==> config.mk <==
export PLATFORM = sky130hd
export DESIGN_NAME = pool2d_ctrl
export DESIGN_NICKNAME = d
export VERILOG_FILES = /design/src/rtl/core/pool2d_pkg.sv /design/src/rtl/core/pool2d_ctrl.sv
export SDC_FILE = /design/constraint.sdc
export NUM_CORES = 1
export LEC_CHECK = 0
export BUFFER_PORTS_ARGS = -buffer_cell sky130_fd_sc_hd__buf_2
export CAP_MARGIN = 20
export CORE_AREA = 2 2 39 41
export CTS_CLUSTER_DIAMETER = 60
export DETAILED_ROUTE_END_ITERATION = 7
export DIE_AREA = 0 0 41 43
export PLACE_DENSITY = 0.53
export RECOVER_POWER = 100
export SETUP_SLACK_MARGIN = 0.5
export SYNTH_ARGS = -nofsm -noshare
export SYNTH_HDL_FRONTEND = slang
export SYNTH_SLANG_ARGS = --single-unit
==> constraint.sdc <==
create_clock -name clock -period 1.3 [get_ports clock]
set_input_delay 0.39 -clock clock [delete_from_list [all_inputs] [get_ports clock]]
set_output_delay 0.39 -clock clock [all_outputs]
set_load 0.01 [all_outputs]
==> src/rtl/core/pool2d_pkg.sv <==
// Shared constants, register indexes and the controller/datapath interface structs
// for the 2-D pooling core. No dependencies.
`default_nettype none

package pool2d_pkg;

   localparam int SAMPLE_BITS = 16;
   localparam int ROW_W       = 10;
   localparam int CFG_W       = 11;
   localparam int IDX_W       = 3;
   localparam int STRIDE_W    = 4;

   localparam int DEF_MAX_WIDTH  = 1024;
   localparam int DEF_MAX_HEIGHT = 1024;
   localparam int DEF_MAX_KERNEL = 8;

   localparam logic [IDX_W-1:0] REG_POOL_MODE     = 3'd0;
   localparam logic [IDX_W-1:0] REG_KERNEL_SIZE   = 3'd1;
   localparam logic [IDX_W-1:0] REG_STRIDE        = 3'd2;
   localparam logic [IDX_W-1:0] REG_PLANE_HEIGHT  = 3'd3;
   localparam logic [IDX_W-1:0] REG_PLANE_WIDTH   = 3'd4;
   localparam logic [IDX_W-1:0] REG_POOLED_HEIGHT = 3'd5;
   localparam logic [IDX_W-1:0] REG_POOLED_WIDTH  = 3'd6;

   localparam logic [3:0]       RST_KERNEL        = 4'd2;
   localparam logic [3:0]       RST_STRIDE        = 4'd2;
   localparam logic [CFG_W-1:0] RST_PLANE_SIZE    = 11'd1024;
   localparam logic [CFG_W-1:0] RST_POOLED_SIZE   = 11'd512;

   typedef struct packed {
      logic load;
      logic mem_rd;
      logic mem_wr;
      logic step;
      logic advance;
      logic div_start;
      logic div_step;
      logic emit;
   } cmd_type;

   typedef struct packed {
      logic win_valid;
      logic last_win;
      logic hit;
      logic avg;
      logic div_done;
      logic out_free;
   } sts_type;

endpackage

`default_nettype wire

==> src/rtl/core/pool2d_ctrl.sv <==
// Sequencing state machine of the pooling core: walks the windows of one pixel,
// runs the divider and hands the result to the output register. Uses pool2d_pkg.
`default_nettype none

module pool2d_ctrl import pool2d_pkg::*; (
   input  wire logic    clock,
   input  wire logic    reset,
   input  wire logic    req_valid,
   output logic         req_stall,
   output logic         csr_ready,
   input  wire sts_type sts,
   output cmd_type      cmd
);

   localparam logic [2:0] ST_IDLE = 3'd0;
   localparam logic [2:0] ST_RD   = 3'd1;
   localparam logic [2:0] ST_WR   = 3'd2;
   localparam logic [2:0] ST_FIN  = 3'd3;
   localparam logic [2:0] ST_DIV  = 3'd4;
   localparam logic [2:0] ST_EMIT = 3'd5;

   logic [2:0] state_ff;
   logic [2:0] state_in;

   always_comb begin
      state_in = state_ff;
      cmd      = '0;
      case (state_ff)
         ST_IDLE: begin
            if (req_valid) begin
               cmd.load = 1'b1;
               state_in = ST_RD;
            end
         end
         ST_RD: begin
            if (sts.win_valid) begin
               cmd.mem_rd = 1'b1;
               state_in   = ST_WR;
            end else if (sts.last_win) begin
               state_in = ST_FIN;
            end else begin
               cmd.step = 1'b1;
            end
         end
         ST_WR: begin
            cmd.mem_wr = 1'b1;
            if (sts.last_win) begin
               state_in = ST_FIN;
            end else begin
               cmd.step = 1'b1;
               state_in = ST_RD;
            end
         end
         ST_FIN: begin
            cmd.advance = 1'b1;
            if (sts.hit && sts.avg) begin
               cmd.div_start = 1'b1;
               state_in      = ST_DIV;
            end else if (sts.hit) begin
               state_in = ST_EMIT;
            end else begin
               state_in = ST_IDLE;
            end
         end
         ST_DIV: begin
            if (sts.div_done) begin
               state_in = ST_EMIT;
            end else begin
               cmd.div_step = 1'b1;
            end
         end
         ST_EMIT: begin
            if (sts.out_free) begin
               cmd.emit = 1'b1;
               state_in = ST_IDLE;
            end
         end
         default: begin
            state_in = ST_IDLE;
         end
      endcase
   end

   always_ff @(posedge clock) begin
      if (reset) begin
         state_ff <= ST_IDLE;
      end else begin
         state_ff <= state_in;
      end
   end

   assign req_stall = (state_ff != ST_IDLE);
   assign csr_ready = (state_ff == ST_IDLE);

endmodule

`default_nettype wire

After elaboration in Yosys (flattened, before gate mapping) --
Index checks and enable logic that the tools add are counted.
Word-level totals: register bits 3, bits in latches 0, bits in writable memories 0, ROM bits 0, input port bits 9, logic and storage cells 37, memories 0
Operators by class: add/subtract/negate cells 0, $mul 0, div/mod/pow operators 0, magnitude comparators 0, equal/unequal tests 9, shifts and indexed selects 0, muxes and demuxes 23, bitwise logic cells 0, reductions and logical operators 4
Operators with widths (number):
- 3-bit two-way mux | 7
- 3-bit one-hot mux with 6 select lines | 1
- 1-bit two-way mux | 12
- 3-bit by 2-bit == test with 1-bit output, second input constant | 2
- 3-bit == test, second input constant | 2
- 2-bit != test, second input constant | 3
- 2-bit two-way mux | 2
- 4-bit AND reduction | 1
- 3-bit by 1-bit == test with 1-bit output, second input constant | 1
- 3-bit zero test | 1
- 3-bit != test, second input constant | 1
- 3-bit nonzero test | 1
- 1-bit one-hot mux with 2 select lines | 1
- 1-bit logical AND | 1

Logic depth before layout (Yosys ltp) --
depth in word-level cells 3, mapped depth 5, depth with buffers taken out 4

Least setup slack after synthesis --
No wires, ideal clock.
kind reg2out, start register state_ff[0], end output port cmd[7] (netlist name), arrival time 1097 ps, required time 910 ps, path slack -187 ps, cell stages (with the launch flop) 4, path through dfxtp_1 -> buf_4 -> nor3_1 -> and2_1
RTL lines:
- start: declaration | line pool2d_ctrl.sv:22 | logic [2:0] state_ff;
- start signal: assignment | line pool2d_ctrl.sv:88 | state_ff <= state_in;
- end: declaration | line pool2d_ctrl.sv:12 | output cmd_type cmd

==> flow_summary.json <==
{
  "status": "finished, violations left",
  "violations": "setup timing",
  "hold_buffers": 0,
  "clock_latency_ps": 240,
  "setup_viol": 13,
  "gp_congestion": 0.761,
  "clk_pin_slew_ps": 40,
  "synth.avg_cell_area_um2": 7.67,
  "wl_um": 1240,
  "fmax_ghz": 0.636,
  "grt_setup_unrepaired": "true",
  "initial_core_util_pct": 21.6,
  "die_h_um": 43,
  "path_cells": "buf_12, nor4b_4, buf_2",
  "grt_pass1_wl_um": 1730,
  "top_regs": "state_ff (3)",
  "worstMarginPinSlew_ps": 260,
  "die_area_mm2": 0.00176,
  "place_inst": 87,
  "yosys_warnings": 0,
  "drc": 0,
  "synth.distinct_cells": 25,
  "peakVddDrop_mv": 0.578,
  "r2r_setup_slack_ps": -40,
  "grt_pass1_vias": 396,
  "yosysSeqAreaShare_pct": 20.1,
  "setup_slack_ps": -273,
  "cp.buffers_inverters": 2,
  "worstRegToRegCells": 6,
  "power.total_w": 0.00109,
  "cpPeakStageDelay_ps": 370,
  "cts_made_buffers": 3,
  "drive_gt1_share_pct": 81.0,
  "p_int_w": 0.000690,
  "grt_start_max_net_pins": 8,
  "power.leakage_nw": 0.371,
  "netlist_instances": 39,
  "critPathSlowestCell": "dfxtp_4",
  "period_needed_ps": 1570,
  "ctsHtreeMaxLevel": 1,
  "synthesis.area_um2": 299,
  "holdPathStages": 2,
  "port_buffers": 18,
  "top_register": "state_ff",
  "fin_cells": 100,
  "fin_worst_skew_ps": 0.433,
  "p_comb_share_pct": 68.8,
  "synth-seq-cells": 3,
  "maxCapViolCount": 0,
  "clkPwrFrac_pct": 16.0,
  "core_area_mm2": 0.00138,
  "rows": 14,
  "cts_max_path_buffers": 2,
  "fin_crit_sh_pct": 121,
  "pwr-share-seq_pct": 15.2,
  "critPathLaunchType": "register",
  "dp_hpwl_um": 833,
  "holdCritPathClass": "in2reg",
  "die_w_um": 41,
  "cts_tree": "done",
  "switching_share_pct": 36.9,
  "mostFrequentLayoutCells": "buf_4 (16), buf_2 (14), buf_6 (12)",
  "power.switching_w": 0.000403,
  "firstDrtPassIters": 4,
  "critical_path.top_delay_family": "flip-flops",
  "cts.sinks": 3,
  "path_class": "reg2out",
  "critPathArrivalTime_ps": 1180,
  "syn2layout_area_growth_pct": 171,
  "largest_reg_flops": 3,
  "drv_slew": 0,
  "grt-ovfl-total": 0,
  "required_ps": 910,
  "grt_antenna_before_repair": 0,
  "vias": 461,
  "drt_iter0_drc": 14,
  "slew_headroom_pct": 82.7,
  "cp-end-kind": "primary output",
  "async_flop_share_pct": 0,
  "synth-edff-count": 0,
  "ios": 19,
  "place_ws_ps": -52.0,
  "n_antenna_cell": 0,
  "track_usage_pct": 14.9,
  "detailed_place.area_um2": 584,
  "power_density_mw_per_mm2": 1350,
  "finalHoldViolations": 0,
  "stdcell_area_um2": 811,
  "antenna_left": 0,
  "synth_nets": 48,
  "cp_max_fo": 5,
  "final_common_cell": "buf_4",
  "cts_root_buffer": "clkbuf_4",
  "path_depth": 3,
  "final_nets": 94,
  "wire_per_inst_um": 12.4,
  "vias_per_cell": 4.61,
  "synth_flop_cell": "dfxtp_1"
}
## final cells by class
type / instances / area (um2)
flip-flops and latches: 3 / 71.3
repair buffers: 44 / 365
clock buffers: 4 / 26.3
multi-input cells: 31 / 320
fillers: 117 / 573
well taps: 16 / 20.0
inverters: 2 / 7.51
## cell usage after synthesis (2+ instances only)
cell type | n | area [um2]
nor3b_1 | 2 | 15.0
dfxtp_1 | 3 | 60.1
nor3_1 | 2 | 10.0
nand2_1 | 3 | 11.3
inv_1 | 2 | 7.51
buf_2 | 2 | 10.0
nor2_1 | 7 | 26.3
## kinds of logic after synthesis
logic type | after synthesis | synth area share (%)
compound gates | 9 | 28.0
buf+inv | 5 | 8.37
flops | 3 | 20.1
mux | 1 | 3.35
simple gates | 21 | 40.2
## metrics by stage
stage	hold slack [ps]	utilization (%)	TNS (ps)
detailed placement	586	42.2	-207
floorplan	459	-	0
finish	358	58.6	-2300
global placement	594	42.2	-137
global route	355	58.6	-2890
CTS	343	49.8	-2100
## path summary, 6_finish.rpt
kind	from	to
max	state_ff[0]	cmd[1]
min	reset	state_ff[1]
max reg2reg	state_ff[2]	state_ff[1]
min reg2reg	state_ff[0]	state_ff[1]
## power by group through the flow
stage          clock network, W  logic, W  registers, W
4_1_cts                0.000175  0.000559      0.000166
6_report               0.000174  0.000752      0.000167
5_1_grt                0.000189  0.000796      0.000170
2_1_floorplan                 0  0.000302      0.000135
3_3_place_gp                  0  0.000478      0.000160
3_5_place_dp                  0  0.000486      0.000159
## layer usage
metal | up-vias | routed length [um] | share of wire, % | track usage (%)
met4 | 0 | 34 | 2.7 | 12.0
met3 | 4 | 39 | 3.1 | 5.24
met5 | - | 0 | 0 | 0
li1 | 232 | - | - | -
met2 | 14 | 639 | 51 | 21.6
met1 | 211 | 529 | 43 | 16.7
## repair_timing
item,4_1_cts,5_1_grt
resized for setup,13,14
buffers inserted,3,6
endpoints found under the setup margin,13,13
pin swaps,4,6
(Power assumes the default switching activity.)
